### src/sv/mfat_pkg.sv
// ----------------------------------------------------------------------------
// mfat_pkg
// shared command and outcome codes for the multicast fragment ack tracker
// ----------------------------------------------------------------------------
package mfat_pkg;

    typedef enum logic [1:0] {
        CMD_ADD     = 2'd0,
        CMD_ACK     = 2'd1,
        CMD_TIMEOUT = 2'd2,
        CMD_DISCARD = 2'd3
    } t_cmd;

    typedef enum logic [2:0] {
        OUT_NOTHING  = 3'd0,
        OUT_SENT     = 3'd1,
        OUT_HELD     = 3'd2,
        OUT_IGNORED  = 3'd3,
        OUT_COMPLETE = 3'd4,
        OUT_FAILED   = 3'd5
    } t_outcome;

    // entry flag bit positions
    localparam int FLAG_TIMEOUT = 0;
    localparam int FLAG_BCAST   = 1;
    localparam int FLAG_HOLD    = 2;

    localparam logic [7:0] MAX_TRIES_RESET = 8'd5;
    localparam logic [7:0] TRIES_SAT       = 8'd255;
    localparam logic [6:0] FCOUNT_SAT      = 7'd127;

endpackage

### src/sv/mfat_ram.sv
// ----------------------------------------------------------------------------
// mfat_ram
// simple dual-port ram, one write port, one read port, registered read
// ----------------------------------------------------------------------------
module mfat_ram #(
    parameter int WIDTH = 27,
    parameter int DEPTH = 64
) (
    input  logic                     i_clk,
    input  logic                     i_we,
    input  logic [$clog2(DEPTH)-1:0] i_waddr,
    input  logic [WIDTH-1:0]         i_wdata,
    input  logic [$clog2(DEPTH)-1:0] i_raddr,
    output logic [WIDTH-1:0]         o_rdata
);

    logic [WIDTH-1:0] mem [DEPTH];

    always_ff @(posedge i_clk) begin
        if (i_we) begin
            mem[i_waddr] <= i_wdata;
        end
        o_rdata <= mem[i_raddr];
    end

endmodule

### src/sv/multicast_fragment_ack_tracker_core.sv
// ----------------------------------------------------------------------------
// multicast_fragment_ack_tracker_core
// per-fragment pending-receiver tracking for one multicast message
// ----------------------------------------------------------------------------
//
// channel    direction  handshake                      payload
// --------   ---------  -----------------------------  ---------------------------
// command    in         start high while busy low      i_command .. i_hold_first_try
// result     out        o_result_valid, one cycle      o_outcome .. o_faulty_fragments
// config     in         i_cfg_valid and o_cfg_ready    i_cfg_data (max_tries)
//
// add, ack and timeout do one ram read, then the modify and write back
// discard sweeps the entry ram one entry per cycle
// a failure found by an add or timeout reads its entry first, then runs the same sweep
// reset is synchronous; the entry ram is not cleared, per-entry valid bits guard it
// the result is registered and shown for one cycle; the receiver cannot stall it
// config is always ready; the block does not enforce it, so write config only while the block is idle
// ----------------------------------------------------------------------------
module multicast_fragment_ack_tracker_core #(
    parameter int FRAGMENTS = 64,
    parameter int NODES     = 16
) (
    input  logic                i_clk,
    input  logic                i_rst_n,
    // command transfer
    input  logic                start,
    output logic                busy,
    input  mfat_pkg::t_cmd      i_command,
    input  logic [31:0]         i_message_number,
    input  logic [5:0]          i_fragment_index,
    input  logic                i_is_end,
    input  logic [15:0]         i_target_mask,
    input  logic                i_target_known,
    input  logic [3:0]          i_node_index,
    input  logic                i_node_known,
    input  logic                i_may_time_out,
    input  logic                i_is_broadcast_type,
    input  logic                i_hold_first_try,
    // result transfer
    output logic                o_result_valid,
    output mfat_pkg::t_outcome  o_outcome,
    output logic [5:0]          o_out_fragment,
    output logic [15:0]         o_send_mask,
    output logic [7:0]          o_try_count,
    output logic                o_arm_timer,
    output logic                o_cancel_timer,
    output logic [15:0]         o_faulty_nodes,
    output logic [6:0]          o_faulty_fragments,
    // config transfer
    input  logic                i_cfg_valid,
    output logic                o_cfg_ready,
    input  logic [7:0]          i_cfg_data
);

    import mfat_pkg::*;

    localparam int AW = $clog2(FRAGMENTS);
    localparam int CW = AW + 1;
    localparam int EW = NODES + 11;   // {flags[2:0], tries[7:0], mask}

    typedef enum logic [2:0] {
        S_IDLE = 3'b001,
        S_EXEC = 3'b010,
        S_WALK = 3'b100
    } t_state;

    // control state
    t_state               r_state, n_state;
    logic [FRAGMENTS-1:0] r_valid, n_valid;
    logic [FRAGMENTS-1:0] r_wait, n_wait;
    logic                 r_latched, n_latched;
    logic [31:0]          r_cur_msg, n_cur_msg;
    logic                 r_end_known, n_end_known;
    logic [7:0]           r_max_tries;
    logic                 r_o_valid, n_o_valid;

    // captured command
    t_cmd                 r_cmd;
    logic [31:0]          r_msg;
    logic [5:0]           r_frag;
    logic                 r_is_end;
    logic [15:0]          r_target;
    logic                 r_target_known;
    logic [3:0]           r_node;
    logic                 r_node_known;
    logic                 r_mto;
    logic                 r_bcast;
    logic                 r_hold;

    // sweep state
    logic [CW-1:0]        r_cnt, n_cnt;
    logic                 r_walk_fail, n_walk_fail;
    logic [NODES-1:0]     r_uni, n_uni;
    logic [6:0]           r_fcnt, n_fcnt;
    logic [7:0]           r_try, n_try;

    // result registers
    t_outcome             r_o_outcome, n_o_outcome;
    logic [5:0]           r_o_frag, n_o_frag;
    logic [15:0]          r_o_send, n_o_send;
    logic [7:0]           r_o_try, n_o_try;
    logic                 r_o_arm, n_o_arm;
    logic                 r_o_cancel, n_o_cancel;
    logic [15:0]          r_o_fnodes, n_o_fnodes;
    logic [6:0]           r_o_ffrags, n_o_ffrags;

    // ram ports
    logic                 ram_we;
    logic [AW-1:0]        ram_waddr;
    logic [EW-1:0]        ram_wdata;
    logic [AW-1:0]        ram_raddr;
    logic [EW-1:0]        ram_rdata;

    // decoded read data and helpers
    logic [NODES-1:0]     rd_mask;
    logic [7:0]           rd_tries;
    logic [2:0]           rd_flags;
    logic [AW-1:0]        fa;
    logic [AW-1:0]        pi;
    logic                 in_range;
    logic [NODES-1:0]     nbit;
    logic [FRAGMENTS-1:0] fsel;
    logic                 any_valid;
    logic [NODES-1:0]     b_mask;
    logic [7:0]           b_tries;
    logic [2:0]           b_flags;
    logic [7:0]           t1;
    logic [NODES-1:0]     nm;

    mfat_ram #(
        .WIDTH (EW),
        .DEPTH (FRAGMENTS)
    ) u_entry_ram (
        .i_clk   (i_clk),
        .i_we    (ram_we),
        .i_waddr (ram_waddr),
        .i_wdata (ram_wdata),
        .i_raddr (ram_raddr),
        .o_rdata (ram_rdata)
    );

    assign rd_mask   = ram_rdata[NODES-1:0];
    assign rd_tries  = ram_rdata[NODES+7:NODES];
    assign rd_flags  = ram_rdata[NODES+10:NODES+8];
    assign fa        = AW'(r_frag);
    assign pi        = AW'(r_cnt - CW'(1));
    assign in_range  = 32'(r_frag) < FRAGMENTS;
    assign nbit      = NODES'(1) << r_node;
    assign fsel      = {{(FRAGMENTS-1){1'b0}}, 1'b1} << fa;
    assign any_valid = |r_valid;

    // in idle the read address comes straight off the command port
    assign ram_raddr = (r_state == S_IDLE) ? AW'(i_fragment_index) : r_cnt[AW-1:0];

    always_comb begin
        n_state     = r_state;
        n_valid     = r_valid;
        n_wait      = r_wait;
        n_latched   = r_latched;
        n_cur_msg   = r_cur_msg;
        n_end_known = r_end_known;
        n_cnt       = r_cnt;
        n_walk_fail = r_walk_fail;
        n_uni       = r_uni;
        n_fcnt      = r_fcnt;
        n_try       = r_try;
        n_o_valid   = 1'b0;
        n_o_outcome = OUT_NOTHING;
        n_o_frag    = 6'd0;
        n_o_send    = 16'd0;
        n_o_try     = 8'd0;
        n_o_arm     = 1'b0;
        n_o_cancel  = 1'b0;
        n_o_fnodes  = 16'd0;
        n_o_ffrags  = 7'd0;
        ram_we      = 1'b0;
        ram_waddr   = fa;
        ram_wdata   = ram_rdata;
        b_mask      = r_valid[fa] ? rd_mask : NODES'(r_target);
        b_tries     = r_valid[fa] ? rd_tries : 8'd0;
        b_flags     = r_valid[fa] ? rd_flags : {r_hold, r_bcast, r_mto};
        t1          = (b_tries == TRIES_SAT) ? TRIES_SAT : b_tries + 8'd1;
        nm          = rd_mask & ~nbit;

        case (r_state)
            S_IDLE: begin
                if (start) begin
                    if (i_command == CMD_DISCARD) begin
                        n_state     = S_WALK;
                        n_cnt       = '0;
                        n_walk_fail = 1'b0;
                    end else begin
                        n_state = S_EXEC;
                    end
                end
            end

            S_EXEC: begin
                n_state   = S_IDLE;
                n_o_valid = 1'b1;
                n_o_frag  = r_frag;
                if (!in_range) begin
                    n_o_outcome = OUT_IGNORED;
                end else begin
                    case (r_cmd)
                        CMD_ADD: begin
                            if (r_latched && r_cur_msg != r_msg) begin
                                n_o_outcome = OUT_IGNORED;
                            end else if (!r_valid[fa] && !r_target_known) begin
                                // unknown target on a new entry fails the message
                                n_latched   = 1'b1;
                                n_cur_msg   = r_msg;
                                n_state     = S_WALK;
                                n_cnt       = '0;
                                n_walk_fail = 1'b1;
                                n_uni       = '0;
                                n_fcnt      = 7'd0;
                                n_try       = 8'd0;
                                n_o_valid   = 1'b0;
                            end else begin
                                n_latched  = 1'b1;
                                n_cur_msg  = r_msg;
                                n_valid[fa] = 1'b1;
                                n_wait[fa] = 1'b1;
                                ram_we     = 1'b1;
                                ram_wdata  = {b_flags, t1, b_mask};
                                n_o_try    = t1;
                                n_o_arm    = 1'b1;
                                if (b_flags[FLAG_HOLD] && t1 == 8'd1) begin
                                    n_o_outcome = OUT_HELD;
                                end else begin
                                    n_o_outcome = OUT_SENT;
                                    n_o_send    = 16'(b_mask);
                                end
                                if (r_is_end) begin
                                    n_end_known = 1'b1;
                                end
                            end
                        end

                        CMD_ACK: begin
                            if (!r_latched || r_cur_msg != r_msg || !r_valid[fa] ||
                                !r_node_known) begin
                                n_o_outcome = OUT_IGNORED;
                            end else begin
                                ram_we    = 1'b1;
                                ram_wdata = {rd_flags, rd_tries, nm};
                                n_o_try   = rd_tries;
                                if (nm == '0) begin
                                    n_wait[fa] = 1'b0;
                                    n_o_cancel = 1'b1;
                                    if (any_valid && (r_wait & ~fsel) == '0 && r_end_known) begin
                                        n_valid     = '0;
                                        n_wait      = '0;
                                        n_latched   = 1'b0;
                                        n_cur_msg   = 32'd0;
                                        n_end_known = 1'b0;
                                        n_o_outcome = OUT_COMPLETE;
                                    end
                                end
                            end
                        end

                        CMD_TIMEOUT: begin
                            if (!r_valid[fa]) begin
                                n_o_outcome = OUT_IGNORED;
                            end else if (rd_mask == '0) begin
                                n_o_try    = rd_tries;
                                n_wait[fa] = 1'b0;
                                if (any_valid && (r_wait & ~fsel) == '0 && r_end_known) begin
                                    n_valid     = '0;
                                    n_wait      = '0;
                                    n_latched   = 1'b0;
                                    n_cur_msg   = 32'd0;
                                    n_end_known = 1'b0;
                                    n_o_outcome = OUT_COMPLETE;
                                    n_o_cancel  = 1'b1;
                                end
                            end else if (rd_flags[FLAG_TIMEOUT] && rd_tries > r_max_tries) begin
                                // try limit passed: sweep for the failure report
                                n_state     = S_WALK;
                                n_cnt       = '0;
                                n_walk_fail = 1'b1;
                                n_uni       = '0;
                                n_fcnt      = 7'd0;
                                n_try       = rd_tries;
                                n_o_valid   = 1'b0;
                            end else begin
                                n_wait[fa] = 1'b1;
                                ram_we     = 1'b1;
                                ram_wdata  = {rd_flags, t1, rd_mask};
                                n_o_try    = t1;
                                n_o_arm    = 1'b1;
                                if (rd_flags[FLAG_HOLD] && t1 == 8'd1) begin
                                    n_o_outcome = OUT_HELD;
                                end else begin
                                    n_o_outcome = OUT_SENT;
                                    n_o_send    = 16'(rd_mask);
                                end
                            end
                        end

                        default: begin
                            n_o_outcome = OUT_IGNORED;
                        end
                    endcase
                end
            end

            S_WALK: begin
                // read entry r_cnt, process entry r_cnt-1 from the ram output
                n_cnt = r_cnt + CW'(1);
                if (r_cnt != '0) begin
                    if (r_walk_fail) begin
                        if (r_valid[pi] && rd_mask != '0) begin
                            n_uni  = r_uni | rd_mask;
                            n_fcnt = (r_fcnt == FCOUNT_SAT) ? FCOUNT_SAT : r_fcnt + 7'd1;
                        end
                    end else if (r_valid[pi] && rd_flags[FLAG_BCAST]) begin
                        ram_we    = 1'b1;
                        ram_waddr = pi;
                        ram_wdata = {rd_flags, rd_tries, nm};
                        if (nm == '0) begin
                            n_wait[pi] = 1'b0;
                        end
                    end
                end
                if (r_cnt == CW'(FRAGMENTS)) begin
                    n_state   = S_IDLE;
                    n_o_valid = 1'b1;
                    if (r_walk_fail) begin
                        n_o_outcome = OUT_FAILED;
                        n_o_frag    = r_frag;
                        n_o_try     = r_try;
                        n_o_cancel  = 1'b1;
                        n_o_fnodes  = 16'(n_uni);
                        n_o_ffrags  = n_fcnt;
                        n_valid     = '0;
                        n_wait      = '0;
                        n_latched   = 1'b0;
                        n_cur_msg   = 32'd0;
                        n_end_known = 1'b0;
                    end else if (any_valid && n_wait == '0 && r_end_known) begin
                        n_o_outcome = OUT_COMPLETE;
                        n_o_cancel  = 1'b1;
                        n_valid     = '0;
                        n_wait      = '0;
                        n_latched   = 1'b0;
                        n_cur_msg   = 32'd0;
                        n_end_known = 1'b0;
                    end
                end
            end

            default: begin
                n_state = S_IDLE;
            end
        endcase
    end

    // control registers
    always_ff @(posedge i_clk) begin
        if (!i_rst_n) begin
            r_state     <= S_IDLE;
            r_valid     <= '0;
            r_wait      <= '0;
            r_latched   <= 1'b0;
            r_cur_msg   <= 32'd0;
            r_end_known <= 1'b0;
            r_max_tries <= MAX_TRIES_RESET;
            r_o_valid   <= 1'b0;
        end else begin
            r_state     <= n_state;
            r_valid     <= n_valid;
            r_wait      <= n_wait;
            r_latched   <= n_latched;
            r_cur_msg   <= n_cur_msg;
            r_end_known <= n_end_known;
            r_o_valid   <= n_o_valid;
            if (i_cfg_valid) begin
                r_max_tries <= i_cfg_data;
            end
        end
    end

    // payload registers
    always_ff @(posedge i_clk) begin
        if (r_state == S_IDLE && start) begin
            r_cmd          <= i_command;
            r_msg          <= i_message_number;
            r_frag         <= i_fragment_index;
            r_is_end       <= i_is_end;
            r_target       <= i_target_mask;
            r_target_known <= i_target_known;
            r_node         <= i_node_index;
            r_node_known   <= i_node_known;
            r_mto          <= i_may_time_out;
            r_bcast        <= i_is_broadcast_type;
            r_hold         <= i_hold_first_try;
            r_uni          <= '0;
            r_fcnt         <= 7'd0;
        end else begin
            r_uni  <= n_uni;
            r_fcnt <= n_fcnt;
        end
        r_cnt       <= n_cnt;
        r_walk_fail <= n_walk_fail;
        r_try       <= n_try;
        r_o_outcome <= n_o_outcome;
        r_o_frag    <= n_o_frag;
        r_o_send    <= n_o_send;
        r_o_try     <= n_o_try;
        r_o_arm     <= n_o_arm;
        r_o_cancel  <= n_o_cancel;
        r_o_fnodes  <= n_o_fnodes;
        r_o_ffrags  <= n_o_ffrags;
    end

    assign busy               = (r_state != S_IDLE);
    assign o_cfg_ready        = 1'b1;
    assign o_result_valid     = r_o_valid;
    assign o_outcome          = r_o_outcome;
    assign o_out_fragment     = r_o_frag;
    assign o_send_mask        = r_o_send;
    assign o_try_count        = r_o_try;
    assign o_arm_timer        = r_o_arm;
    assign o_cancel_timer     = r_o_cancel;
    assign o_faulty_nodes     = r_o_fnodes;
    assign o_faulty_fragments = r_o_ffrags;

    // a result only follows command work
    a_result_after_work: assert property (@(posedge i_clk) disable iff (!i_rst_n)
        r_o_valid |-> $past(r_state != S_IDLE))
        else $error("result without command work");

    // complete or fail leaves an empty table
    a_clear_on_end: assert property (@(posedge i_clk) disable iff (!i_rst_n)
        (r_o_valid && (r_o_outcome == OUT_COMPLETE || r_o_outcome == OUT_FAILED))
        |-> (r_valid == '0 && !r_latched && !r_end_known))
        else $error("table not cleared after complete or fail");

    // only existing entries can wait for acks
    a_wait_needs_valid: assert property (@(posedge i_clk) disable iff (!i_rst_n)
        (r_wait & ~r_valid) == '0)
        else $error("waiting fragment without entry");

    // an accepted command makes the block busy
    a_accept_busy: assert property (@(posedge i_clk) disable iff (!i_rst_n)
        (start && !busy) |=> busy)
        else $error("command accepted but block not busy");

endmodule
### config.mk
export PLATFORM = sky130hd
export DESIGN_NAME = multicast_fragment_ack_tracker_core
export DESIGN_NICKNAME = d
export VERILOG_FILES = /design/src/sv/mfat_pkg.sv /design/src/sv/mfat_ram.sv /design/src/sv/multicast_fragment_ack_tracker_core.sv
export SDC_FILE = /design/constraint.sdc
export NUM_CORES = 2
export LEC_CHECK = 0
export ABC_AREA = 1
export BUFFER_PORTS_ARGS = -buffer_cell sky130_fd_sc_hd__buf_4
export CAP_MARGIN = 20
export CORE_UTILIZATION = 27
export CTS_CLUSTER_SIZE = 40
export DETAILED_ROUTE_END_ITERATION = 6
export SLEW_MARGIN = 20
export SYNTH_ARGS = -nofsm -noshare
export SYNTH_HDL_FRONTEND = slang
export SYNTH_HIERARCHICAL = 1
export SYNTH_SLANG_ARGS = --single-unit
### constraint.sdc
create_clock -name i_clk -period 7 [get_ports i_clk]
set_input_delay 1.4 -clock i_clk [delete_from_list [all_inputs] [get_ports i_clk]]
set_output_delay 1.4 -clock i_clk [all_outputs]
set_load 0.05 [all_outputs]
==> reports/metrics.yaml <==
status: "finished, final reports clean"
max_freq_ghz: 0.1594
clk_latency_ns: 0.91
yosysUniqueCellTypes: 60
highest_layer: "met5"
tritoncts: "yes"
wl_met1_um: 129200
clockBufferDepth: 4
synth-simple-area-share_pct: 23.98
ys_warn_count: 6
grt_max_degree: 197
wl_um: 298800
slew_headroom_pct: 20.26
netlist_area_sq_um: 92840
whs_path_depth: 2
fin_nets: 9284
htree_levels: 4
cellPowerDensity_nw_per_um2: 370.6
maxSlewViolCount: 0
io_pins: 139
cp_data_required_time_ns: 7.61
final_util_pct: 30.96
slowest_delay_ns: 0.82
worstReg2RegStart: "fa[3]"
hold_path.class: "reg -> reg"
vias_per_cell: 5.025
grt.total_usage_pct: 16.66
die_w_um: 588.4
synth_ff_type: "edfxtp_1"
synth-edff-count: 1810
ys_async_sr_fraction_pct: 0
grt-ovfl-total: 0
coreArea_sq_um: 340900
drive_above_1_share_pct: 8.195
ys_ff_latch: 2092
area_growth_pct: 13.65
wl_met2_um: 128700
r2r_slack_ns: 0.73
min_from: "r_try[1]"
fin_skew_ns: 0.09825
synth_top_family_by_area: "simple AND/OR/NAND/NOR gates"
post-route-drc-count: 0
stdcell_area_sq_um: 105500
io_buffer_count: 137
finalPower_mw: 39.10
cts_buffers: 227
reg2reg_to: "u_entry_ram/mem[58][22]"
clk_pin_slew_ns: 0.06
syn_area_per_cell_sq_um: 10.05
dr_wl_met3_um: 28720
path_cells: "clkinv_1, nand3_1, a21oi_1, o31ai_1, nand2_1, nor2_1, nand3_2, inv_1, buf_4, nand2_1, nand2_2, nor2_1, nor3_1, o21ai_1, buf_4, nand2_1, nor2_4, buf_4"
cap_violations: 0
crit_start: "fa[3]"
p_leak_nw: 37.22
antenna_found_initial: 9
dpl-instance-area_sq_um: 98380
rr_worst_depth: 18
cts_hold_buffers: 0
synth_xor_area_share_pct: 0.2237
cts.sinks: 2092
dp_cells: 13490
synthMuxAreaShare_pct: 0
syn_inst: 9242
start_kind: "flop"
rows: 214
root_buffer: "clkbuf_16"
irDropWorstVdd_v: 0.0003661
drt_iter0_drc: 8997
fin_crit_sh_pct: 89.62
post_cts_resized: 0
gp_congestion: 0.9300
final_antenna_net_count: 0
die_area_sq_um: 346200
first_global_vias: 63920
first_pass_iters: 7
fin_cells: 13900
dieHeight_um: 588.4
setup_tns_ns: 0
place_hpwl_um: 178500
tightest_slew_ns: 1.193
syn-num-nets: 9337
synth-seq-area-share_pct: 64.62
postCtsSetupRepairBufs: 0
cp_data_arrival_time_ns: 6.89
synth_compound_area_share_pct: 5.446
vias: 69860
wl_per_cell_um: 21.49
setup_viol: 0
crit_fanout: 19
hold_path_end: "o_try_count[1]"
critPathSlowestCell: "nand3_1"
rsz0062_at_grt: "false"
cp-end-kind: "flop"
hold_viol_final: 0
initial_core_util_pct: 27.24
worstSetupPathType: "reg -> reg"
grt_pass1_wl_um: 438000
timing.final.crit_period_ns: 6.273
synthAdderAreaFrac_pct: 0.2291
cell usage after synthesis, types with 5 or more instances:
cell | n | area, sq um
o21ai_0 | 265 | 1326
buf_1 | 32 | 120.1
o311ai_0 | 12 | 105.1
nor3_1 | 42 | 210.2
or2_2 | 9 | 56.30
nand2_1 | 2821 | 10590
nor2_1 | 509 | 1911
o211ai_1 | 8 | 60.06
o22ai_1 | 59 | 369.1
o21a_1 | 8 | 60.06
buf_2 | 240 | 1201
a21oi_1 | 309 | 1546
xnor2_1 | 18 | 157.7
nand2_2 | 6 | 37.54
edfxtp_1 | 1810 | 54350
a2bb2oi_1 | 5 | 43.79
a211oi_1 | 81 | 608.1
o21bai_1 | 12 | 90.09
dfxtp_1 | 282 | 5645
inv_2 | 14 | 52.55
buf_4 | 28 | 210.2
nand3_1 | 1653 | 8273
nor4_1 | 9 | 56.30
clkinv_1 | 5 | 18.77
buf_6 | 112 | 1261
clkbuf_1 | 180 | 675.7
o221ai_1 | 32 | 280.3
nand4_1 | 160 | 1001
a22oi_1 | 8 | 60.06
ha_1 | 17 | 212.7
a31oi_1 | 9 | 56.30
o31ai_1 | 7 | 52.55
o2111ai_1 | 15 | 131.4
a22o_1 | 6 | 52.55
inv_1 | 408 | 1531
o21ai_1 | 12 | 60.06
area by class of cell:
| type | instances | area [sq um] |
|---|---|---|
| antenna | 8 | 20.02 |
| clock buffer | 277 | 6031 |
| clock inverter | 122 | 1056 |
| fill | 34510 | 235300 |
| inverter | 429 | 1664 |
| multi-input combinational | 6128 | 28540 |
| sequential | 2092 | 60000 |
| tap | 4536 | 5675 |
| timing repair buffer | 311 | 2530 |
per-stage QoR:
step | worst slack (ns) | hold slack (ns)
2_1_floorplan | 0.8427 | 0.4190
3_3_place_gp | 0.9410 | 0.4266
3_5_place_dp | 1.021 | 0.4372
4_1_cts | 1.028 | 0.4500
5_1_grt | 0.6551 | 0.4739
6_report | 0.7267 | 0.4481
worst max-delay path: cells and delay by family, from the launching register on:
| family | cells | cell delay [ns] |
|---|---|---|
| flip-flops | 1 | 0.68 |
| buffers and inverters | 5 | 1.45 |
| AND/OR/NAND/NOR | 10 | 3.49 |
| AO/OA/AOI/OAI | 3 | 0.38 |
cell usage in the layout (no fill, tap or decap), types with 13 or more instances in the layout:
master,synthesis,routed
a211oi_1,81,81
a21oi_1,309,304
buf_12,0,15
buf_4,28,295
bufinv_16,0,17
clkbuf_1,180,36
clkbuf_16,0,229
clkinv_1,5,63
clkinv_2,0,32
dfxtp_1,282,282
edfxtp_1,1810,1810
ha_1,17,16
inv_1,408,406
inv_2,14,14
nand2_1,2821,2821
nand3_1,1653,1650
nand4_1,160,160
nor2_1,509,444
nor2_2,3,13
nor2_4,2,57
nor3_1,42,35
o2111ai_1,15,15
o21ai_0,265,255
o21ai_1,12,14
o221ai_1,32,32
o22ai_1,59,59
xnor2_1,18,18
logic make-up after synthesis:
| kind of cell | Yosys count |
|---|---|
| AND/OR/NAND/NOR | 5223 |
| flip-flops | 2092 |
| other | 1 |
| XOR/XNOR | 22 |
| adder cells (fa/ha/maj) | 17 |
| buffers and inverters | 1022 |
| AO/OA/AOI/OAI | 865 |
per-layer routing:
layer / track usage [%] / up-vias
met1: 23.87 / 33900
met4: 6.233 / 2
li1: - / 32040
met2: 24.74 / 3355
met5: 0 / -
met3: 3.277 / 566
state kept, by name, indices dropped and copies added, names as in the netlist, 4 cells and up:
register,count
u_entry_ram/mem,1728
r_valid,64
r_wait,64
r_cur_msg,32
r_msg,32
u_entry_ram/o_rdata,27
o_faulty_nodes,16
o_send_mask,16
r_target,16
r_uni,16
o_try_count,8
r_max_tries,8
r_try,8
o_faulty_fragments,7
r_cnt,7
r_fcnt,7
fa,6
o_out_fragment,6
r_node,4
power breakdown:
group	leakage, nW	switching (mW)	internal, mW
logic	15.1	9.23	2.50
clock network	3.48	4.95	6.69
registers	18.7	0.334	15.4
worst max path at each step:
stage,cells past startpoint,to
CTS,17,u_entry_ram/mem[58][22]
floorplan,21,u_entry_ram/mem[0][15]
global route,22,u_entry_ram/mem[59][5]
global placement,17,u_entry_ram/mem[58][17]
finish,18,u_entry_ram/mem[58][22]
detailed placement,17,u_entry_ram/mem[58][17]
Note: power is estimated with default switching activity, not from simulation.
